### src/design/hcte_pkg.sv
`timescale 1ns / 1ps

package hcte_pkg;

	localparam int SYM_W  = 8;
	localparam int WORD_W = 32;
	localparam int LEN_W  = 6;
	localparam int PEND_W = 7;
	localparam int PCNT_W = 3;
	localparam int BYTE_W = 8;

	typedef enum logic [1:0] {
		FUNC_LOAD   = 2'd0,
		FUNC_ENCODE = 2'd1,
		FUNC_FLUSH  = 2'd2
	} func_t;

	typedef struct packed {
		func_t              func;
		logic [SYM_W-1:0]   symbol;
		logic [WORD_W-1:0]  code_word;
		logic [LEN_W-1:0]   code_length;
	} in_t;

	typedef struct packed {
		logic [BYTE_W-1:0]  out_byte;
		logic               last;
	} out_t;

	// Item after the table lookup, handed from the table stage to the packer.
	typedef struct packed {
		func_t              func;
		logic               hit;
		logic [LEN_W-1:0]   len;
		logic [WORD_W-1:0]  word;
	} item_t;

endpackage

### src/design/hcte_packer.sv
`timescale 1ns / 1ps

module hcte_packer
	import hcte_pkg::*;
#(
	parameter int MAX_CODE_LEN = 32
) (
	input  logic  clk,
	input  logic  arst_n,
	input  logic  valid_s1,
	input  item_t item_s1,
	output logic  advance,
	output logic  out_valid,
	input  logic  out_ready,
	output out_t  out_data
);

	localparam int ACCW = PEND_W + MAX_CODE_LEN;
	localparam int NB   = ACCW / BYTE_W;
	localparam int BUFW = NB * BYTE_W;
	localparam int CNTW = $clog2(ACCW + 1);
	localparam int LW   = $clog2(NB + 1);

	logic [PEND_W-1:0] pend_bits_q;
	logic [PCNT_W-1:0] pend_cnt_q;
	logic [BUFW-1:0]   buf_q;
	logic [LW-1:0]     left_q;

	logic              out_beat;
	logic [ACCW-1:0]   acc;
	logic [ACCW-1:0]   acc_al;
	logic [CNTW-1:0]   count;
	logic [CNTW-1:0]   shamt;
	logic [PEND_W-1:0] rem_mask;
	logic [BYTE_W-1:0] flush_byte;
	logic [BUFW+BYTE_W-1:0] flush_wide;

	logic [BUFW-1:0]   buf_d;
	logic [LW-1:0]     left_d;
	logic [PEND_W-1:0] pend_bits_d;
	logic [PCNT_W-1:0] pend_cnt_d;

	assign out_beat = out_valid && out_ready;
	// Take the next item once the last waiting byte leaves.
	assign advance  = (left_q == '0) || (left_q == LW'(1) && out_ready);

	assign acc      = (ACCW'(pend_bits_q) << item_s1.len) | ACCW'(item_s1.word);
	assign count    = CNTW'(pend_cnt_q) + CNTW'(item_s1.len);
	assign shamt    = CNTW'(ACCW) - count;
	assign acc_al   = acc << shamt;
	assign rem_mask = ~({PEND_W{1'b1}} << count[PCNT_W-1:0]);

	assign flush_byte = BYTE_W'({1'b0, pend_bits_q} << (4'd8 - {1'b0, pend_cnt_q}));
	assign flush_wide = {flush_byte, {BUFW{1'b0}}};

	always_comb begin
		buf_d       = buf_q;
		left_d      = '0;
		pend_bits_d = pend_bits_q;
		pend_cnt_d  = pend_cnt_q;
		unique case (item_s1.func)
			FUNC_ENCODE: begin
				if (item_s1.hit) begin
					buf_d       = acc_al[ACCW-1 -: BUFW];
					left_d      = LW'(count >> 3);
					pend_bits_d = acc[PEND_W-1:0] & rem_mask;
					pend_cnt_d  = count[PCNT_W-1:0];
				end
			end
			FUNC_FLUSH: begin
				if (pend_cnt_q != '0) begin
					buf_d       = flush_wide[BUFW+BYTE_W-1 -: BUFW];
					left_d      = LW'(1);
					pend_bits_d = '0;
					pend_cnt_d  = '0;
				end
			end
			default: begin
			end
		endcase
	end

	always_ff @(posedge clk or negedge arst_n) begin
		if (!arst_n) begin
			left_q      <= '0;
			pend_bits_q <= '0;
			pend_cnt_q  <= '0;
		end else if (valid_s1 && advance) begin
			left_q      <= left_d;
			pend_bits_q <= pend_bits_d;
			pend_cnt_q  <= pend_cnt_d;
		end else if (out_beat) begin
			left_q <= left_q - LW'(1);
		end
	end

	always_ff @(posedge clk) begin
		if (valid_s1 && advance) begin
			buf_q <= buf_d;
		end else if (out_beat) begin
			buf_q <= buf_q << BYTE_W;
		end
	end

	assign out_valid         = (left_q != '0);
	assign out_data.out_byte = buf_q[BUFW-1 -: BYTE_W];
	assign out_data.last     = (left_q == LW'(1));

endmodule

### config.mk
export PLATFORM = sky130hd
export DESIGN_NAME = hcte_packer
export DESIGN_NICKNAME = d
export VERILOG_FILES = /design/src/design/hcte_pkg.sv /design/src/design/hcte_packer.sv
export SDC_FILE = /design/constraint.sdc
export NUM_CORES = 1
export LEC_CHECK = 0
export ABC_AREA = 1
export BUFFER_PORTS_ARGS = -buffer_cell sky130_fd_sc_hd__buf_2
export CAP_MARGIN = 5
export CORE_MARGIN = 4
export CORE_UTILIZATION = 55
export DETAILED_ROUTE_END_ITERATION = 6
export GPL_ROUTABILITY_DRIVEN = 0
export PLACE_DENSITY_LB_ADDON = 0.1
export SLEW_MARGIN = 5
export SYNTH_ARGS = -nofsm -noshare
export SYNTH_HDL_FRONTEND = slang
export SYNTH_SLANG_ARGS = --single-unit
### constraint.sdc
create_clock -name clk -period 2.99 [get_ports clk]
set_input_delay 0.299 -clock clk [delete_from_list [all_inputs] [get_ports clk]]
set_output_delay 0.299 -clock clk [all_outputs]
set_load 0.005 [all_outputs]
==> results of run 1 <==
## cell families (layout without fill, tap and decap cells)
group / Yosys count / after routing
xor+xnor: 2 / 2
simple gates: 582 / 582
fa+ha+maj: 12 / 12
mux: 2 / 2
compound gates: 83 / 83
buf+inv: 143 / 181
flops: 45 / 45
## how the worst min path moves through the flow
stage	startpoint	end	slack, ns	cells past startpoint
2_1_floorplan	arst_n	left_q[0]$_DFFE_PN0P_	0.003	0
3_3_place_gp	arst_n	pend_bits_q[5]$_DFFE_PN0P_	0.20	1
3_5_place_dp	arst_n	pend_bits_q[5]$_DFFE_PN0P_	0.21	1
4_1_cts	item_s1[3]	pend_bits_q[3]$_DFFE_PN0P_	0.33	3
5_1_grt	item_s1[4]	pend_bits_q[4]$_DFFE_PN0P_	0.36	4
6_report	item_s1[3]	pend_bits_q[3]$_DFFE_PN0P_	0.35	3
## per-stage QoR
stage	cell area, um^2	TNS, ns
after floorplan	5487	0
after global placement	5906	-0.007004
after detailed placement	5906	-0.9284
after CTS	6060	0
after global routing	6106	-0.04616
final	6106	0
## worst max-delay path, stage by stage, from the launching register on
cell and delay (ns):
dfrtp_1 0.38, ha_1 0.18, inv_1 0.05, fa_1 0.38, or2_4 0.29, a21oi_4 0.15
xor2_2 0.26, ha_4 0.21, xor2_4 0.19, nor2_4 0.07, buf_4 0.14, buf_4 0.16
nand3_1 0.13, nand3_1 0.09
## cell type report
class / count / area, um^2
fill: 963 / 3623
tap: 133 / 166.4
timing repair buffer: 90 / 606.8
sequential: 45 / 1286
clock buffer: 7 / 76.32
clock inverter: 1 / 7.507
inverter: 83 / 324.1
multi-input combinational: 681 / 3638
## synth_stat cells, types with 2 or more instances
library cell / instances
or2_1: 2
inv_1: 69
ha_1: 11
or2_2: 2
nand2_1: 152
nor2_1: 36
nor3_1: 3
nor2_2: 3
nand4_1: 20
a221oi_1: 2
o21ai_0: 19
a32oi_1: 2
dfrtp_1: 13
a22oi_1: 4
buf_4: 10
o211ai_1: 8
a22o_1: 3
inv_2: 8
inv_4: 3
a31oi_1: 3
o21bai_2: 2
edfxtp_1: 32
nand3_1: 337
buf_1: 13
a21oi_2: 2
o32ai_1: 2
buf_2: 19
clkinv_1: 2
o21ai_2: 3
o22ai_1: 4
a21oi_1: 21
nor2_4: 4
nand3_2: 8
o21ai_1: 2
mux2i_1: 2
nand2_2: 10
clkbuf_1: 17
## repair_timing
| item | CTS | global route |
|---|---|---|
| setup endpoints to repair | 21 | 30 |
| hold buffers | 1 | 0 |
| gates resized for setup | 5 | 6 |
| pin swaps | 2 | 3 |
| setup buffers | 4 | 2 |
| endpoints found under the hold margin | 13 | 0 |
## power groups by stage
stage | Clock (mW) | Sequential [mW] | Combinational, mW
after floorplan | 0 | 1.14 | 3.98
after CTS | 0.381 | 1.19 | 5.49
after global placement | 0 | 1.20 | 5.35
after detailed placement | 0 | 1.20 | 5.43
after global routing | 0.407 | 1.21 | 6.24
final | 0.380 | 1.19 | 5.71
## routing by layer
layer	GRT usage (%)	wire [um]	vias up
li1	-	-	3112
met1	43.00	7316	3029
met2	51.42	8600	442
met3	7.139	2176	70
met4	13.53	770	0
met5	0	0	-
## registers in the layout, indices dropped and copies added, names as in the netlist
name / flops
buf_q: 32
left_q: 3
pend_bits_q: 7
pend_cnt_q: 3
==> results.json, run 1 <==
{
  "yosys-mux-area-fraction_pct": 0.3650,
  "fin_nets": 963,
  "coreArea_um2": 9729,
  "cts_tree": "built",
  "first_iter_violations": 924,
  "ioPinCount": 56,
  "status": "finished with violations",
  "dr_total_vias": 6653,
  "wirelength_mm": 18.86,
  "maxCapViolCount": 0,
  "worst_slack_ns": 0.05790,
  "rows": 36,
  "max_slew.worst_pin.slew_ns": 0.8250,
  "dieArea_um2": 11630,
  "cp_data_arrival_time_ns": 2.99,
  "p_sw_mw": 4.190,
  "critPathLaunch": "pend_cnt_q[0]$_DFFE_PN0P_",
  "dpl_worst_slack_ns": -0.1019,
  "leakagePower_nw": 2.822,
  "finClkSkew_ns": 0.01285,
  "clk_pin_slew_ns": 0.09,
  "syn_to_final_growth_pct": 11.31,
  "ff2ff_path_depth": 13,
  "portBuffers": 55,
  "p_int_mw": 3.087,
  "grt_pass1_vias": 6093,
  "yosys.area.top_type": "nand3_1",
  "synthArstFlopShare_pct": 28.89,
  "final_cell_mix": "337 x nand3_1, 151 x nand2_1, 69 x inv_1, 55 x buf_2, 36 x nor2_1",
  "layout_commonest_cell": "nand3_1",
  "synth_edf_count": 32,
  "critical_path.startpoint_type": "flip-flop",
  "cts_sinks": 45,
  "synth_area_leaders": "nand3_1 31%, edfxtp_1 18%, nand2_1 10%",
  "numCtsBuffers": 5,
  "endpoint_kind": "flip-flop",
  "power_mw": 7.278,
  "ys.flop_type": "edfxtp_1",
  "ys_seq_elements": 45,
  "drc_errors": 1,
  "ys_seq_area_share_pct": 23.45,
  "final_antenna_net_count": 0,
  "synth_compound_area_share_pct": 10.17,
  "grt_antenna_before_repair": 0,
  "vias_per_cell": 6.397,
  "power_frac_seq_pct": 16.4,
  "diodes": 0,
  "grt_pass1_wl_mm": 30.03,
  "cts-root-buf": "clkbuf_8",
  "grt_max_degree": 43,
  "combinationalPowerShare_pct": 78.4,
  "wl_per_cell_um": 18.14,
  "grt_overflow_total": 0,
  "yosysTopAreaCellShare_pct": 30.75,
  "holdWs_ns": 0.3493,
  "synth_top_family_by_area": "simple AND/OR/NAND/NOR gates",
  "yosys.area_share.simple_pct": 51.41,
  "yosys_warnings": 0,
  "relSlewSlack_pct": 44.80,
  "die_y_um": 107.9,
  "netlist_area_um2": 5485,
  "avgSynthCellArea_um2": 6.312,
  "switching_share_pct": 57.58,
  "h-tree-depth": 2,
  "slew_viol_final": 0,
  "syn_nets": 926,
  "firstDrtPassIters": 7,
  "regToRegEndpoint": "buf_q[28]$_DFFE_PP_",
  "drive_gt1_share_pct": 16.76,
  "utilization_pct": 62.76,
  "min_period_ns": 2.932,
  "initial_utilization_pct": 56.38,
  "layoutNonFillerInstCount": 1040,
  "reg2reg_slack_ns": 0.06,
  "synth_xor_area_share_pct": 0.4562,
  "violations": "design-rule violations",
  "critPathCapture": "buf_q[28]$_DFFE_PP_",
  "synthAdderAreaFrac_pct": 2.874,
  "critical_path_class": "reg2reg",
  "timing.final.crit_share_pct": 98.06,
  "insertion_delay_ns": 0.31,
  "fp.dieW_um": 107.9,
  "finalHoldViolations": 0,
  "power_density_nw_per_um2": 1192,
  "hp-class": "in2reg",
  "clock.fmax_mhz": 341.1,
  "r2r_start": "pend_cnt_q[0]$_DFFE_PN0P_",
  "ir_drop_v": 0.0008937,
  "dp_hpwl_mm": 14.65,
  "cts_buffer_depth": 2,
  "required_ns": 3.05,
  "setup_violations": 0,
  "grt.total_usage_pct": 32.55,
  "placed_cells": 1025,
  "ys_types": 53,
  "syn_inst": 869,
  "clkPwrFrac_pct": 5.2,
  "cp_max_fo": 9
}
No activity file was read; power rests on OpenSTA's default activity.
==> run 2, diff against run 1 <==
Settings changed: CORE_UTILIZATION 55 to 45.
==> run 2 against run 1 <==
- the flow now finishes without violations
- sequential power is essentially flat
- via count down 2.7%
- clock power grew 58%
- critical endpoint is now buf_q[3]$_SDFFCE_PP0P_
- power is 3.4% higher
- die area is 20% higher
==> results.json, run 2 (synthesis results as in run 1) <==
{
  "worstHoldPathCells": 4,
  "ff2ff_path_depth": 14,
  "drive_gt1_share_pct": 17.49,
  "max_slew.worst_pin.slew_ns": 0.8790,
  "holdWs_ns": 0.3817,
  "diodes": 0,
  "h-tree-depth": 2,
  "r2r_start": "pend_cnt_q[0]$_DFFE_PN0P_",
  "dieArea_um2": 14020,
  "largest_reg_flops": 32,
  "firstDrtPassIters": 7,
  "setup_violations": 0,
  "clock.fmax_mhz": 350.8,
  "cp_slowest_cell": "dfrtp_1",
  "syn_to_final_growth_pct": 13.21,
  "grt_overflow_total": 0,
  "cts_tree": "built",
  "grt_pass1_wl_mm": 31.81,
  "finClkSkew_ns": 0.007046,
  "final_cell_mix": "336 x nand3_1, 151 x nand2_1, 69 x inv_1, 55 x buf_2, 36 x nor2_1",
  "use_met1_pct": 38.69,
  "required_ns": 3.12,
  "busiest_layer": "met2",
  "drc_errors": 0,
  "top_register": "buf_q",
  "cts-root-buf": "clkbuf_16",
  "die_y_um": 118.4,
  "cp_max_fo": 6,
  "fill_cells": 1259,
  "met2_usage_pct": 45.73,
  "ir_drop_v": 0.0005150,
  "grt_max_degree": 43,
  "cts_sinks": 45,
  "cp_slowest_stage_delay_ns": 0.36,
  "endpoint_kind": "flip-flop",
  "cpMostUsedCell": "xor2_4",
  "ioPinCount": 56,
  "hp-class": "in2reg",
  "fin_nets": 965,
  "coreArea_um2": 11960,
  "portBuffers": 55,
  "slew_viol_final": 0,
  "initial_utilization_pct": 45.86,
  "status": "finished, final reports clean",
  "layoutNonFillerInstCount": 1056,
  "min_period_ns": 2.851,
  "dp_hpwl_mm": 15.40,
  "hp-start": "item_s1[4]",
  "finalHoldViolations": 0,
  "dr_total_vias": 6471,
  "hold_path_end": "pend_bits_q[4]$_DFFE_PN0P_",
  "layout_commonest_cell": "nand3_1",
  "maxCapViolCount": 0,
  "regToRegEndpoint": "buf_q[3]$_SDFFCE_PP0P_",
  "grt.total_usage_pct": 27.77,
  "grtUsageMet3_pct": 4.258,
  "timing.final.crit_share_pct": 95.34,
  "rows": 40,
  "first_iter_violations": 1078,
  "reg2reg_slack_ns": 0.14,
  "grt_antenna_before_repair": 0,
  "cts_buffer_depth": 2,
  "cp_data_arrival_time_ns": 2.98,
  "clk_pin_slew_ns": 0.06,
  "cp_cell_sequence": "ha_2 > inv_1 > fa_2 > or2_4 > a21oi_4 > xor2_4 > ha_4 > xor2_4 > nor2_4 > clkinv_4 > nor2_8 > inv_4 > buf_12 > a21oi_1",
  "insertion_delay_ns": 0.29,
  "relSlewSlack_pct": 41.18,
  "power_density_nw_per_um2": 1212,
  "wirelength_mm": 19.68,
  "fp.dieW_um": 118.4,
  "vias_per_cell": 6.128,
  "wl_per_cell_um": 18.64,
  "critical_path_class": "reg2reg",
  "final_antenna_net_count": 0,
  "numCtsBuffers": 5,
  "critical_path.startpoint_type": "flip-flop",
  "leakagePower_nw": 2.857,
  "grt_pass1_vias": 6135,
  "reg_top3": "buf_q: 32 flops, pend_bits_q: 7 flops",
  "placed_cells": 1043
}
-- run 2: area by class of cell --
| class | count | area [um^2] | area share, % |
|---|---|---|---|
| clock inverter | 1 | 5.005 | 0.08060 |
| inverter | 83 | 330.3 | 5.319 |
| clock buffer | 7 | 153.9 | 2.478 |
| tap | 147 | 183.9 | 2.962 |
| timing repair buffer | 91 | 589.3 | 9.490 |
| multi-input combinational | 682 | 3661 | 58.96 |
| sequential | 45 | 1286 | 20.71 |
-- run 2: metal layers --
metal / wire, um / vias to the layer above
met2: 8940 / 350
li1: - / 3109
met5: 0 / -
met3: 1559 / 46
met1: 8703 / 2966
met4: 478 / 0
-- run 2: timing repair --
item | 4_1_cts | 5_1_grt
setup buffers | 1 | 2
gates resized for setup | 3 | 13
pin swaps | 1 | 4
endpoints found under the hold margin | 13 | 0
gates cloned | 0 | 1
hold buffers | 1 | 0
setup endpoints to repair | 10 | 31
-- run 2: report_power, final --
part / internal, mW / switching [mW] / total, mW / leakage [nW]
registers: 1.04 / 0.147 / 1.18 / 0.482
clock network: 0.360 / 0.239 / 0.599 / 0.0790
logic: 1.89 / 3.86 / 5.75 / 2.30
total: 3.28 / 4.25 / 7.53 / 2.86
-- run 2: worst max-delay path by stage --
stage                               from                endpoint  slack [ns]  depth (start not counted)
6_report       pend_cnt_q[0]$_DFFE_PN0P_  buf_q[3]$_SDFFCE_PP0P_        0.14                         14
5_1_grt        pend_cnt_q[0]$_DFFE_PN0P_  buf_q[5]$_SDFFCE_PP0P_      -0.006                         14
4_1_cts        pend_cnt_q[0]$_DFFE_PN0P_     buf_q[24]$_DFFE_PP_       0.003                         15
3_5_place_dp                 item_s1[32]     buf_q[13]$_DFFE_PP_       -0.15                         13
3_3_place_gp                 item_s1[32]     buf_q[14]$_DFFE_PP_       -0.05                         14
2_1_floorplan                item_s1[33]     buf_q[21]$_DFFE_PP_        0.05                         13
-- run 2: per-stage QoR --
stage	setup WS [ns]	cell area [um^2]	setup TNS (ns)	total power [mW]	util [%]
after floorplan	0.05095	5487	0	5.123	-
after global placement	-0.05458	5928	-0.2270	6.661	49.56
after detailed placement	-0.1472	5928	-1.050	6.668	49.56
after CTS	0.003159	6116	0	7.304	51.13
after global routing	-0.006058	6210	-0.006058	8.178	51.91
final	0.1395	6210	0	7.527	51.91
-- run 2: critical path: cells and delay by family, from the launching register on --
family | cells | cell delay [ns]
AOI/OAI and AO/OA | 2 | 0.34
xor gates and xnor gates | 2 | 0.31
adders and majority gates | 3 | 0.72
buffers and inverters | 4 | 0.36
DFF | 1 | 0.36
and+or+nand+nor | 3 | 0.62
==> run 3, diff against run 2 <==
Settings changed: CORE_UTILIZATION 45 to 38.
==> run 3 against run 2 <==
- register-to-register slack lost 0.03 ns
- final area increased by 0.28%
- hold slack got worse by 0.023 ns
- wire length grew 4.4%
- critical path depth unchanged
- via count down 0.25%
- clock skew shrank 0.00084 ns
- global-route usage down 3.0 points
- highest routed layer unchanged
==> results.json, run 3 (synthesis results as in run 1) <==
{
  "p_sw_mw": 4.337,
  "dpl_worst_slack_ns": -0.07345,
  "vias_per_cell": 5.922,
  "cp_top_family": "adder cells",
  "grt_pass1_wl_mm": 32.10,
  "power_density_nw_per_um2": 1217,
  "path_buf_inv": 4,
  "cp_slowest_stage_delay_ns": 0.40,
  "final_antenna_net_count": 0,
  "dieArea_um2": 16420,
  "placed_cells": 1077,
  "p_int_mw": 3.243,
  "syn_to_final_growth_pct": 13.53,
  "critical_path.startpoint_type": "flip-flop",
  "critPathLaunch": "pend_cnt_q[0]$_DFFE_PN0P_",
  "critical_path_class": "reg2reg",
  "cts_buffer_depth": 2,
  "ff2ff_path_depth": 14,
  "clock.fmax_mhz": 347.0,
  "max_slew.worst_pin.slew_ns": 0.8633,
  "min_period_ns": 2.881,
  "holdWs_ns": 0.3587,
  "rows": 43,
  "clkPwrFrac_pct": 7.5,
  "diodes": 0,
  "wirelength_mm": 20.56,
  "worstHoldPathCells": 3,
  "portBuffers": 55,
  "cp_cell_sequence": "ha_2 > inv_1 > fa_2 > or2_4 > a21oi_2 > xor2_1 > buf_4 > ha_4 > xor2_4 > nor2_4 > inv_4 > nor2_8 > buf_12 > a22o_1",
  "reg_top3": "buf_q: 32 flops, pend_bits_q: 7 flops",
  "largest_reg_flops": 32,
  "cp_slowest_cell": "dfrtp_1",
  "coreArea_um2": 13990,
  "utilization_pct": 44.52,
  "relSlewSlack_pct": 42.24,
  "endpoint_kind": "flip-flop",
  "grt_pass1_vias": 5985,
  "grt.total_usage_pct": 24.79,
  "clk_pin_slew_ns": 0.06,
  "h-tree-depth": 2,
  "r2r_start": "pend_cnt_q[0]$_DFFE_PN0P_",
  "worst_slack_ns": 0.1086,
  "layout_commonest_cell": "nand3_1",
  "power_mw": 7.580,
  "maxCapViolCount": 0,
  "timing.final.crit_share_pct": 96.37,
  "switching_share_pct": 57.22,
  "hp-start": "item_s1[3]",
  "dp_hpwl_mm": 16.34,
  "fp.dieW_um": 128.1,
  "power_frac_seq_pct": 15.8,
  "reg2reg_slack_ns": 0.11,
  "leakagePower_nw": 2.854,
  "multi_input_area_um2": 3628,
  "fin_area_um2": 6227,
  "dr_total_vias": 6455,
  "first_iter_violations": 837,
  "initial_utilization_pct": 39.21,
  "fin_nets": 966,
  "status": "finished, final reports clean",
  "cp_data_arrival_time_ns": 2.92,
  "numCtsBuffers": 5,
  "ir_drop_v": 0.0003978,
  "finClkSkew_ns": 0.006206,
  "final_cell_mix": "337 x nand3_1, 151 x nand2_1, 69 x inv_1, 55 x buf_2, 36 x nor2_1",
  "grt_antenna_before_repair": 0,
  "placed_cell_area_um2": 5977,
  "slew_viol_final": 0,
  "hp-class": "in2reg",
  "cts-root-buf": "clkbuf_16",
  "cts_sinks": 45,
  "insertion_delay_ns": 0.30,
  "grt_max_degree": 43,
  "grt_overflow_total": 0,
  "cts_tree": "built",
  "layoutNonFillerInstCount": 1090,
  "finalHoldViolations": 0,
  "fill_cells": 1517,
  "drc_errors": 0,
  "finalSetupTns_ns": 0,
  "regArea_um2": 1286,
  "drive_gt1_share_pct": 17.47,
  "regToRegEndpoint": "buf_q[8]$_DFFE_PP_",
  "firstDrtPassIters": 6,
  "top_register": "buf_q",
  "required_ns": 3.03,
  "combinationalPowerShare_pct": 76.7,
  "die_y_um": 128.1,
  "setup_violations": 0,
  "ioPinCount": 56,
  "wl_per_cell_um": 18.86,
  "cp.depth": 14,
  "hold_path_end": "pend_bits_q[3]$_DFFE_PN0P_",
  "cp_max_fo": 5
}
run 3: power groups by stage:
stage	registers [mW]	logic, mW	clock network (mW)
floorplan	1.14	3.98	0
global placement	1.21	5.62	0
detailed placement	1.21	5.60	0
CTS	1.20	5.64	0.575
global route	1.22	6.41	0.604
finish	1.20	5.81	0.565
run 3: cell type report:
class	instances	area share, %
multi-input combinational	681	58.27
clock buffer	5	2.009
inverter	83	5.264
tap	180	3.617
clock inverter	3	0.3416
timing repair buffer	93	9.845
sequential	45	20.65
run 3: worst reg2reg max path, delay by kind of cell, from the launching register on:
kind / cells / cell delay (ns)
AND/OR/NAND/NOR: 3 / 0.40
AO/OA/AOI/OAI: 2 / 0.36
XOR/XNOR: 2 / 0.35
buffers and inverters: 4 / 0.43
adder cells (fa/ha/maj): 3 / 0.69
flip-flops: 1 / 0.40
run 3: timing repair:
item / 4_1_cts / 5_1_grt
setup endpoints to repair: 10 / 32
hold buffers: 1 / 0
buffers inserted: 0 / 4
gates resized for setup: 2 / 9
pin swaps: 0 / 5
hold endpoints to repair: 13 / 0
run 3: worst max path at each step:
stage	endpoint	slack, ns
after floorplan	buf_q[21]$_DFFE_PP_	0.05
after global placement	buf_q[13]$_DFFE_PP_	-0.05
after detailed placement	buf_q[28]$_DFFE_PP_	-0.07
after CTS	buf_q[26]$_DFFE_PP_	0.007
after global routing	buf_q[24]$_DFFE_PP_	-0.001
final	buf_q[8]$_DFFE_PP_	0.11
run 3: metal layers:
layer / track usage, % / vias up / share of wire [%]
li1: - / 3117 / -
met1: 34.74 / 2989 / 44
met2: 39.93 / 304 / 46
met3: 3.042 / 45 / 7.1
met4: 7.428 / 0 / 3.2
met5: 0 / - / 0
